[src/rtl/assert_macros.svh]
// Assertion macros shared by the codec modules; empty when SYNTH is defined.
`ifndef ASSERT_MACROS_SVH
`define ASSERT_MACROS_SVH

`ifndef SYNTH

// Checks a property on every rising clock edge outside reset.
`define UPC_ASSERT(lbl, clk, rst_n, prop) \
  lbl: assert property (@(posedge clk) disable iff (!rst_n) (prop)) \
    else $error("upc assertion failed");

// Checks that an expression is never true outside reset.
`define UPC_NEVER(lbl, clk, rst_n, expr) \
  lbl: assert property (@(posedge clk) disable iff (!rst_n) !(expr)) \
    else $error("upc forbidden condition seen");

`else

`define UPC_ASSERT(lbl, clk, rst_n, prop)
`define UPC_NEVER(lbl, clk, rst_n, expr)

`endif

`endif

[src/rtl/upc_pkg.sv]
// Types, character constants and helper functions of the URL percent codec.
`timescale 1ns / 1ps

package upc_pkg;

  // Input word.
  typedef struct packed {
    logic [7:0] data_byte;
    logic       last_in;
  } upc_in_t;

  // Result word.
  typedef struct packed {
    logic [7:0] out_byte;
    logic       out_last;
    logic       escape_error;
  } upc_out_t;

  // Queue entry: one byte to emit as is, or one byte to emit as a three-byte escape.
  typedef struct packed {
    logic       triple;
    logic [7:0] data;
    logic       last;
    logic       err;
  } upc_op_t;

  localparam logic MODE_ENCODE = 1'b0;
  localparam logic MODE_DECODE = 1'b1;

  localparam logic [7:0] CH_PCT   = 8'h25;
  localparam logic [7:0] CH_PLUS  = 8'h2B;
  localparam logic [7:0] CH_SPACE = 8'h20;
  localparam logic [7:0] CH_DASH  = 8'h2D;
  localparam logic [7:0] CH_UNDER = 8'h5F;
  localparam logic [7:0] CH_DOT   = 8'h2E;
  localparam logic [7:0] CH_0     = 8'h30;
  localparam logic [7:0] CH_9     = 8'h39;
  localparam logic [7:0] CH_UA    = 8'h41;
  localparam logic [7:0] CH_UZ    = 8'h5A;
  localparam logic [7:0] CH_LA    = 8'h61;
  localparam logic [7:0] CH_LZ    = 8'h7A;
  localparam logic [7:0] HEX_TEN  = 8'd10;

  // Value of a hex digit byte; non-digits wrap modulo 256 relative to 'A'.
  function automatic logic [7:0] digit_value(input logic [7:0] x);
    if (x >= CH_0 && x <= CH_9) begin
      return x - CH_0;
    end
    return x - CH_UA + HEX_TEN;
  endfunction

  // Upper-case hex character of a nibble.
  function automatic logic [7:0] nibble_char(input logic [3:0] n);
    if ({4'b0, n} > 8'd9) begin
      return {4'b0, n} - HEX_TEN + CH_UA;
    end
    return {4'b0, n} + CH_0;
  endfunction

  // Bytes that pass through the encoder unchanged.
  function automatic logic is_unreserved(input logic [7:0] c);
    return (c == CH_DASH) || (c == CH_UNDER) || (c == CH_DOT) ||
           (c >= CH_0 && c <= CH_9) || (c >= CH_LA && c <= CH_LZ) ||
           (c >= CH_UA && c <= CH_UZ);
  endfunction

endpackage

[src/rtl/upc_fifo.sv]
// Short queue of classified operations between the front and back parts.
`timescale 1ns / 1ps
`include "assert_macros.svh"

module upc_fifo
  import upc_pkg::*;
#(
  parameter int DEPTH = 4
) (
  input  logic    clk,
  input  logic    rst_n,
  input  logic    push,
  input  upc_op_t push_data,
  input  logic    pop,
  output upc_op_t pop_data,
  output logic    full,
  output logic    empty
);

  localparam int PTR_W = $clog2(DEPTH);
  localparam int CNT_W = $clog2(DEPTH + 1);

  upc_op_t            mem_r [DEPTH];
  logic [PTR_W-1:0]   wr_ptr_r, wr_ptr_nxt;
  logic [PTR_W-1:0]   rd_ptr_r, rd_ptr_nxt;
  logic [CNT_W-1:0]   count_r, count_nxt;

  assign full     = (count_r == CNT_W'(DEPTH));
  assign empty    = (count_r == '0);
  assign pop_data = mem_r[rd_ptr_r];

  // Pointer advance with wrap at the queue depth.
  always_comb begin
    wr_ptr_nxt = wr_ptr_r;
    rd_ptr_nxt = rd_ptr_r;
    count_nxt  = count_r;
    if (push) begin
      wr_ptr_nxt = (wr_ptr_r == PTR_W'(DEPTH - 1)) ? '0 : wr_ptr_r + 1'b1;
    end
    if (pop) begin
      rd_ptr_nxt = (rd_ptr_r == PTR_W'(DEPTH - 1)) ? '0 : rd_ptr_r + 1'b1;
    end
    if (push && !pop) begin
      count_nxt = count_r + 1'b1;
    end else if (pop && !push) begin
      count_nxt = count_r - 1'b1;
    end
  end

  always_ff @(posedge clk) begin
    if (!rst_n) begin
      wr_ptr_r <= '0;
      rd_ptr_r <= '0;
      count_r  <= '0;
    end else begin
      wr_ptr_r <= wr_ptr_nxt;
      rd_ptr_r <= rd_ptr_nxt;
      count_r  <= count_nxt;
    end
  end

  // Entry storage.
  always_ff @(posedge clk) begin
    if (push) begin
      mem_r[wr_ptr_r] <= push_data;
    end
  end

  `UPC_NEVER(a_fifo_overflow, clk, rst_n, push && full)

endmodule

[src/rtl/upc_front.sv]
// Front part: holds the mode, accepts input words and classifies each byte.
`timescale 1ns / 1ps
`include "assert_macros.svh"

module upc_front
  import upc_pkg::*;
(
  input  logic    clk,
  input  logic    rst_n,
  input  logic    cfg_we,
  input  logic    cfg_wdata,
  input  logic    in_valid,
  output logic    in_stall,
  input  upc_in_t in_data,
  input  logic    q_full,
  output logic    q_push,
  output upc_op_t q_data
);

  localparam logic [1:0] PH_IDLE  = 2'd0;
  localparam logic [1:0] PH_PCT   = 2'd1;
  localparam logic [1:0] PH_DIGIT = 2'd2;

  logic       mode_r, mode_nxt;
  logic [1:0] phase_r, phase_nxt;
  logic [3:0] hi_nib_r, hi_nib_nxt;
  logic       accept;
  logic [7:0] c;
  logic [7:0] dval;

  assign in_stall = q_full;
  assign accept   = in_valid && !in_stall;
  assign c        = in_data.data_byte;
  assign dval     = digit_value(c);

  // Classification of the accepted byte and escape tracking.
  always_comb begin
    mode_nxt   = mode_r;
    phase_nxt  = phase_r;
    hi_nib_nxt = hi_nib_r;
    q_push     = 1'b0;
    q_data     = '{triple: 1'b0, data: c, last: in_data.last_in, err: 1'b0};
    if (cfg_we) begin
      mode_nxt   = cfg_wdata;
      phase_nxt  = PH_IDLE;
      hi_nib_nxt = 4'd0;
    end else if (accept) begin
      if (mode_r == MODE_ENCODE) begin
        q_push        = 1'b1;
        q_data.triple = !is_unreserved(c);
      end else begin
        case (phase_r)
          PH_PCT: begin
            if (in_data.last_in) begin
              phase_nxt  = PH_IDLE;
              hi_nib_nxt = 4'd0;
              q_push     = 1'b1;
              q_data     = '{triple: 1'b0, data: 8'd0, last: 1'b1, err: 1'b1};
            end else begin
              hi_nib_nxt = dval[3:0];
              phase_nxt  = PH_DIGIT;
            end
          end
          PH_DIGIT: begin
            phase_nxt   = PH_IDLE;
            hi_nib_nxt  = 4'd0;
            q_push      = 1'b1;
            q_data.data = {hi_nib_r, 4'd0} | dval;
          end
          default: begin
            phase_nxt = PH_IDLE;
            if (c == CH_PCT) begin
              if (in_data.last_in) begin
                hi_nib_nxt = 4'd0;
                q_push     = 1'b1;
                q_data     = '{triple: 1'b0, data: 8'd0, last: 1'b1, err: 1'b1};
              end else begin
                phase_nxt = PH_PCT;
              end
            end else begin
              q_push = 1'b1;
              if (c == CH_PLUS) begin
                q_data.data = CH_SPACE;
              end
            end
          end
        endcase
      end
    end
  end

  always_ff @(posedge clk) begin
    if (!rst_n) begin
      mode_r   <= MODE_ENCODE;
      phase_r  <= PH_IDLE;
      hi_nib_r <= 4'd0;
    end else begin
      mode_r   <= mode_nxt;
      phase_r  <= phase_nxt;
      hi_nib_r <= hi_nib_nxt;
    end
  end

  `UPC_ASSERT(a_digit_after_pct, clk, rst_n, (phase_r == PH_DIGIT) |-> ($past(phase_r) == PH_PCT || $past(phase_r) == PH_DIGIT))

endmodule

[src/rtl/upc_back.sv]
// Back part: drains the queue to the result register, one word per unstalled cycle.
`timescale 1ns / 1ps
`include "assert_macros.svh"

module upc_back
  import upc_pkg::*;
(
  input  logic     clk,
  input  logic     rst_n,
  input  logic     q_empty,
  input  upc_op_t  q_data,
  output logic     q_pop,
  output logic     out_valid,
  input  logic     out_stall,
  output upc_out_t out_data
);

  logic       out_valid_r, out_valid_nxt;
  upc_out_t   out_data_r, out_data_nxt;
  logic [1:0] rem_r, rem_nxt;
  logic [7:0] cur_r, cur_nxt;
  logic       cur_last_r, cur_last_nxt;
  logic       advance;

  assign out_valid = out_valid_r;
  assign out_data  = out_data_r;
  assign advance   = !out_valid_r || !out_stall;

  // Emit the remaining hex digits of an escape, else load the next queue entry.
  always_comb begin
    out_valid_nxt = out_valid_r;
    out_data_nxt  = out_data_r;
    rem_nxt       = rem_r;
    cur_nxt       = cur_r;
    cur_last_nxt  = cur_last_r;
    q_pop         = 1'b0;
    if (advance) begin
      if (rem_r == 2'd2) begin
        out_valid_nxt = 1'b1;
        out_data_nxt  = '{out_byte: nibble_char(cur_r[7:4]), out_last: 1'b0,
                          escape_error: 1'b0};
        rem_nxt       = 2'd1;
      end else if (rem_r == 2'd1) begin
        out_valid_nxt = 1'b1;
        out_data_nxt  = '{out_byte: nibble_char(cur_r[3:0]), out_last: cur_last_r,
                          escape_error: 1'b0};
        rem_nxt       = 2'd0;
      end else if (!q_empty) begin
        q_pop         = 1'b1;
        out_valid_nxt = 1'b1;
        cur_nxt       = q_data.data;
        cur_last_nxt  = q_data.last;
        if (q_data.triple) begin
          out_data_nxt = '{out_byte: CH_PCT, out_last: 1'b0, escape_error: 1'b0};
          rem_nxt      = 2'd2;
        end else begin
          out_data_nxt = '{out_byte: q_data.data, out_last: q_data.last,
                           escape_error: q_data.err};
        end
      end else begin
        out_valid_nxt = 1'b0;
      end
    end
  end

  always_ff @(posedge clk) begin
    if (!rst_n) begin
      out_valid_r <= 1'b0;
      rem_r       <= 2'd0;
    end else begin
      out_valid_r <= out_valid_nxt;
      rem_r       <= rem_nxt;
    end
  end

  // Payload registers.
  always_ff @(posedge clk) begin
    out_data_r <= out_data_nxt;
    cur_r      <= cur_nxt;
    cur_last_r <= cur_last_nxt;
  end

  `UPC_ASSERT(a_rem_has_word, clk, rst_n, (rem_r != 2'd0) |-> out_valid_r)
  `UPC_ASSERT(a_escape_starts_pct, clk, rst_n, (q_pop && q_data.triple) |=> (out_data_r.out_byte == CH_PCT))
  `UPC_ASSERT(a_error_word_form, clk, rst_n, (out_valid_r && out_data_r.escape_error) |-> (out_data_r.out_last && out_data_r.out_byte == 8'd0))

endmodule

[src/rtl/url_percent_codec.sv]
// An input byte's first result word passes through the queue and then the result register.
// Throughput: one byte per cycle when decoding or passing unreserved bytes through,
// unless the queue is full. An escaped byte in encode mode yields three result words.
// A queue of QUEUE_DEPTH entries sits between intake and the result register.
// Synchronous active-low reset selects encode mode, leaves escape state idle and empties all.
`timescale 1ns / 1ps

module url_percent_codec
  import upc_pkg::*;
#(
  parameter int QUEUE_DEPTH = 4
) (
  input  logic     clk,
  input  logic     rst_n,
  input  logic     cfg_we,
  input  logic     cfg_wdata,
  input  logic     in_valid,
  output logic     in_stall,
  input  upc_in_t  in_data,
  output logic     out_valid,
  input  logic     out_stall,
  output upc_out_t out_data
);

  logic    q_push;
  logic    q_pop;
  logic    q_full;
  logic    q_empty;
  upc_op_t q_wdata;
  upc_op_t q_rdata;

  // Intake and classification.
  upc_front u_front (
    .clk      (clk),
    .rst_n    (rst_n),
    .cfg_we   (cfg_we),
    .cfg_wdata(cfg_wdata),
    .in_valid (in_valid),
    .in_stall (in_stall),
    .in_data  (in_data),
    .q_full   (q_full),
    .q_push   (q_push),
    .q_data   (q_wdata)
  );

  // Operation queue.
  upc_fifo #(
    .DEPTH(QUEUE_DEPTH)
  ) u_fifo (
    .clk      (clk),
    .rst_n    (rst_n),
    .push     (q_push),
    .push_data(q_wdata),
    .pop      (q_pop),
    .pop_data (q_rdata),
    .full     (q_full),
    .empty    (q_empty)
  );

  // Result generation.
  upc_back u_back (
    .clk      (clk),
    .rst_n    (rst_n),
    .q_empty  (q_empty),
    .q_data   (q_rdata),
    .q_pop    (q_pop),
    .out_valid(out_valid),
    .out_stall(out_stall),
    .out_data (out_data)
  );

endmodule

[config.mk]
export PLATFORM = sky130hd
export DESIGN_NAME = url_percent_codec
export DESIGN_NICKNAME = d
export VERILOG_FILES = /design/src/rtl/upc_pkg.sv /design/src/rtl/upc_fifo.sv /design/src/rtl/upc_front.sv /design/src/rtl/upc_back.sv /design/src/rtl/url_percent_codec.sv
export VERILOG_INCLUDE_DIRS = /design/src /design/src/rtl
export SDC_FILE = /design/constraint.sdc
export NUM_CORES = 1
export LEC_CHECK = 0
export BUFFER_PORTS_ARGS = -buffer_cell sky130_fd_sc_hd__buf_2
export CAP_MARGIN = 20
export CORE_MARGIN = 5
export CORE_UTILIZATION = 35
export CTS_CLUSTER_SIZE = 28
export DETAILED_ROUTE_END_ITERATION = 16
export PLACE_DENSITY = 0.56
export SLEW_MARGIN = 0
export SYNTH_ARGS = -nofsm -noshare
export SYNTH_HDL_FRONTEND = slang
export SYNTH_SLANG_ARGS = --single-unit
[constraint.sdc]
create_clock -name clk -period 5.6 [get_ports clk]
set_clock_uncertainty 0.2 [all_clocks]
set_input_delay 0.56 -clock clk [delete_from_list [all_inputs] [get_ports clk]]
set_output_delay 0.56 -clock clk [all_outputs]
set_load 0.03 [all_outputs]
Word level (Yosys, flattened, before mapping)
Memories as Yosys holds them, arrays and structs flattened. A register that Yosys moved wholly into a read port is not among the register bits.
Cells that the tools add are included.

word-level totals
  memories = 1
  bits in registers = 36
  memory bits (writable) = 44
  logic and storage cells = 144

memory list
  memory        words  bits a word  read ports  clocked after Yosys merged registers in  wr ports  line            RTL
  u_fifo.mem_r  4      11           1           1                                        1         upc_fifo.sv:23  upc_op_t mem_r [DEPTH];

cells by class
  bitwise gates (word level) = 5
  magnitude comparators = 8
  reductions and logical operators = 30
  equal/unequal tests = 13
  muxes and demuxes = 61
  add/sub/neg operators = 13

operators with widths
  kind                   count
  $mux W8                8
  $mux W10               6
  $eq A8 B6 Y1 const B   4
  $mux W1                23
  $mux W11               2
  $mux W2                11
  $add A8 B7 Y8 const B  2
  $ge A8 B7 Y1 const B   2
  $le A8 B7 Y1 const B   2
  $pmux W8 S2            1
  $add A4 B6 Y7 const B  2
  $mux W4                3
  $sub A4 B4 Y5 const B  2
  $reduce_bool A3 Y1     3
  $add A8 B4 Y8 const B  1
  $eq A2 B2 Y1 const B   4
  $eq A8 B7 Y1 const B   1
  $ge A8 B6 Y1 const B   1
  $gt A4 B4 Y1 const B   2
  $le A8 B6 Y1 const B   1
  $or A8 B8 Y8           1
  $pmux W2 S2            2
  $pmux W4 S2            1
  $reduce_and A4 Y1      2
  other kinds (19)       43

Longest topological paths before layout
  depth after elaboration = 10
  mapped depth = 11
  gate-level depth less buffers = 11

Modules after synthesis
Synthesis repeated with hierarchy kept, for this count alone.

second synthesis, totals
  cells, all modules = 394
  area, all modules = 4545.6 um^2

by module, submodules not included
  module     area an instance (um^2)  cells each  instances
  upc_fifo   2047.0                   101         1
  upc_back   1376.3                   135         1
  upc_front  1122.3                   158         1

Worst setup path before layout
OpenSTA, ideal clock, no wires.

  path kind = input -> register
  start = in in_data[5] (netlist name)
  end = reg u_fifo.count_r[2]
  slack = 2.569 ns
  arrival time = 2.755 ns
  cell stages on the path = 11
  data required time = 5.324 ns
  cells stage by stage = inv_1 -> ha_1 -> nand4b_1 -> nor4_1 -> a211oi_2 -> ha_1 -> inv_1 -> fa_1 -> xor2_1 -> or3_1 -> a21boi_0

on the way
  longest elaborated chain between the ends = 9

RTL lines
  element                              line                     RTL
  from (decl)                          url_percent_codec.sv:19  input upc_in_t in_data,
  $eq A8 B6 Y1 *                       upc_front.sv:72          if (c == CH_PCT) begin
  $mux W1 *                            upc_front.sv:72
  $pmux W1 S2 *                        upc_front.sv:52          case (phase_r)
  $mux W1 *                            upc_front.sv:48          if (mode_r == MODE_ENCODE) begin
  $mux W1 *                            upc_front.sv:47          end else if (accept) begin
  $mux W1 *                            upc_front.sv:43          if (cfg_we) begin
  named net q_push                     url_percent_codec.sv:25  logic q_push;
  $logic_not A1 Y1                     upc_fifo.sv:45           end else if (pop && !push) begin
  $logic_and A1 B1 Y1                  upc_fifo.sv:45
  $reduce_bool A2 Y1 (no source line)  --
  to (signal assigned)                 upc_fifo.sv:58           count_r <= count_nxt;
  to (decl)                            upc_fifo.sv:26           logic [CNT_W-1:0] count_r, count_nxt;

The timed path passes the listed nets; every way through them passes the cells marked *.
A chain may end at the register's enable or synchronous reset.

Worst setup path after layout
  start = reg u_front.phase_r[0]
  end = reg u_fifo.count_r[2]

on the way
  longest elaborated chain between the ends = 8

RTL lines
  element                                              line                     RTL
  from (decl)                                          upc_front.sv:25          logic [1:0] phase_r, phase_nxt;
  from (signal assigned)                               upc_front.sv:99          phase_r <= phase_nxt;
  $eq A2 B2 Y1 / $eq A2 B1 Y1 (equally long branches)  upc_front.sv:52
  $pmux W1 S2 *                                        upc_front.sv:52
  $mux W1 *                                            upc_front.sv:48
  $mux W1 *                                            upc_front.sv:47
  $mux W1 *                                            upc_front.sv:43
  named net q_push                                     url_percent_codec.sv:25
  $logic_not A1 Y1                                     upc_fifo.sv:45
  $logic_and A1 B1 Y1                                  upc_fifo.sv:45
  $reduce_bool A2 Y1 (no source line)                  --

Marks and branches as above.

==> out/metrics.csv <==
stage;metric;value;unit
power;pwr_density_cell;441;nW/µm²
critical_path;worst_path_most_repeated_cell;inv_1;
floorplan;chipWidth;123;µm
critical_path;timing.rr.start;u_front.phase_r[0];
grt;use_met3;2.67;%
clock_network;cts_root_buf;clkbuf_16;
status;status;finished, final reports clean;
grt;antenna_found_initial;0;
logic_synthesis;ys.flop_type;edfxtp_1;
critical_path;cpPeakStageDelay;0.48;ns
routing;vias;2968;
logic_synthesis;synth_edf_count;63;
logic_synthesis;synth_cell_types;68;
critical_path;cp.arrival;3.28;ns
floorplan;die_area;15000;µm²
sta;fin_crit_sh;57.9;%
min_path;min_from;u_front.hi_nib_r[2];
routing;routed_wl;8940;µm
routing;postRouteAntennaNets;0;
clock_network;ctsHoldBuffers;0;
sta;slew_headroom;20.9;%
layout;drive_above_1_share;16.0;%
grt;grt_use_met2;22.4;%
critical_path;critical_path_class;reg2reg;
clock_network;cts_made_buffers;9;
logic_synthesis;yosys_warnings;0;
logic_synthesis;yosys.area.top_type;edfxtp_1;
clock_network;cts-resized-gates;0;
layout;num_antenna_cells;0;
power;vdd_drop_max;0.000131;V
job;drv_cap;0;
grt;grt_usage;12.9;%
grt;top_usage_layer;met2;
layout;areaGrowthSynthToFinish;12.1;%
logic_synthesis;ys_seq_area_share;51.2;%
routing;dr.pass1.iters;4;
min_path;min_path_type;reg2reg;
logic_synthesis;synth_common_cells;edfxtp_1 (63), inv_1 (27), ha_1 (26);
clock_network;cts_tree;done;
critical_path;critPathSlowestCell;a211oi_2;
place;dp_slack;2.03;ns
critical_path;endpoint_kind;flop;
sta;layout_min_cycle_time;3.24;ns
critical_path;critPathLaunch;u_front.phase_r[0];
clock_network;clock_latency;0.32;ns
sta;hold_viol;0;
place;placed_cell_area;4710;µm²
logic_synthesis;synth.avg_cell_area;12.0;µm²
critical_path;path_cells;inv_1 -> ha_1 -> inv_1 -> nor4_1 -> a211oi_2 -> ha_1 -> inv_1 -> fa_1 -> xor2_1 -> or3_1 -> a21boi_0;
sta;max_slew.worst_pin.slew;1.19;ns
layout;seq_area;2270;µm²
routing;drt-vias-per-instance;5.20;
grt;grt_pass1_vias;2971;
grt;use_met1;16.0;%
clock_network;clk_path_buf_depth;2;
place;hpwl;6660;µm
sta;fin_ws;2.36;ns
logic_synthesis;ys_ff_latch;82;
sta;clock.fmax;309;MHz
clock_network;clkTransAtPathRegs;0.06;ns
logic_synthesis;post-synth-top-count-cell;edfxtp_1;
floorplan;die_h;123;µm
logic_synthesis;synth_area;4440;µm²
routing;routedWlPerCell;15.7;µm
power;leakagePower;1.77;nW
logic_synthesis;postSynthCellCount;369;
logic_synthesis;syn_nets;411;
routing;drc;0;
clock_network;htree_levels;3;
clock_network;cts_setup_buffers;0;
floorplan;rows;41;
layout;nFillCells;1244;
logic_synthesis;ys_async_sr_fraction;0;%
sta;finalSetupViolCount;0;
sta;rsz0062_at_grt;false;
critical_path;crit_fanout;9;
sta;tns;0;ns
critical_path;startpoint_type;flop;
floorplan;ioPinCount;27;
floorplan;coreArea;12500;µm²
sta;final-max-slew-violation-count;0;
clock_network;cts_sinks;82;
place;numPortBuffers;26;
layout;stdcell_area;4970;µm²
logic_synthesis;synth_area_leaders;edfxtp_1 (43%), dfxtp_1 (8.6%), ha_1 (7.3%), mux4_2 (5.6%), a21oi_1 (2.7%);
layout;multi_input_area;1990;µm²
place;place_congestion;0.919;
layout;fin_nets;436;
floorplan;start_util;35.4;%
critical_path;critical_path_required;5.64;ns
grt;grt-ovfl-total;0;
logic_synthesis;yosysTopAreaCellShare;42.7;%
grt;grt_max_degree;16;
grt;grt_first_pass_wirelength;15200;µm
routing;drtIter0Drc;195;
-- final cells by class --
cell class | instances | share of cell area [%]
clock buffer | 10 | 4.61
timing repair buffer | 26 | 2.62
sequential | 82 | 45.7
inverter | 27 | 2.04
tap | 172 | 4.33
clock inverter | 6 | 0.680
multi-input combinational | 248 | 40.0
-- final timing paths --
check,slack (ns),cells after the start,to
worst min-delay path,0.25,1,u_front.hi_nib_r[2]
worst max register to register,2.36,11,u_fifo.count_r[2]
worst min register to register,0.25,1,u_front.hi_nib_r[2]
worst max-delay path,2.36,11,u_fifo.count_r[2]
-- worst max-delay path, delay by kind of cell (launching register included) --
family / cells / cell delay [ns]
xor+xnor: 1 / 0.18
simple gates: 2 / 0.39
compound gates: 2 / 0.66
fa+ha+maj: 3 / 1.12
buf+inv: 3 / 0.26
flops: 1 / 0.35
-- cells in the final DEF (no fill, tap or decap), types with 4 or more instances in the layout --
master,count
nor3_1,7
and2_1,8
ha_1,26
or3_1,5
nand2_1,21
xor2_1,5
buf_2,26
inv_1,27
o2bb2ai_1,4
o21bai_1,4
nor3b_1,6
clkbuf_16,9
mux4_2,11
nor2_1,13
xnor2_1,9
a21boi_0,5
a31oi_1,5
o21ai_0,14
a21oi_1,24
edfxtp_1,63
dfxtp_1,19
nor2b_1,8
nand3_1,4
and3_1,5
-- per-stage QoR --
stage               utilization, %  power (mW)  hold WS (ns)  instances
floorplan                        -        1.50         0.227        369
global placement              37.6        1.67         0.242        555
detailed placement            37.6        1.70         0.248        555
CTS                           39.7        2.21         0.259        571
global route                  39.7        2.34         0.275        571
finish                        39.7        2.19         0.253        571
-- power breakdown --
group / internal [mW] / switching, mW / total (mW)
sequential: 0.819 / 0.0895 / 0.908
combinational: 0.301 / 0.472 / 0.772
clock: 0.296 / 0.215 / 0.511
total: 1.42 / 0.776 / 2.19
-- cell families after synthesis --
logic type | share of synthesized area, %
AOI/OAI and AO/OA | 15.5
xor gates and xnor gates | 2.76
adders and majority gates | 7.79
buffers and inverters | 3.92
DFF | 51.2
muxes | 6.52
and+or+nand+nor | 12.2
-- registers in the layout, summed over array words and instances (netlist names), named ones only --
signal             cells
u_back.rem_r           2
u_front.hi_nib_r       4
u_fifo.rd_ptr_r        2
u_back.cur_r           8
u_back.cur_last_r      1
u_front.mode_r         1
u_fifo.wr_ptr_r        2
u_front.phase_r        2
u_fifo.mem_r          44
u_back.out_data       10
u_fifo.count_r         3
u_back.out_valid       1
-- routing by layer --
layer / vias up / wire length (µm)
met5: - / 0
met4: 0 / 126
met3: 8 / 313
met2: 55 / 4500
met1: 1455 / 3990
li1: 1450 / -
No activity file was read; power rests on OpenSTA's default activity.
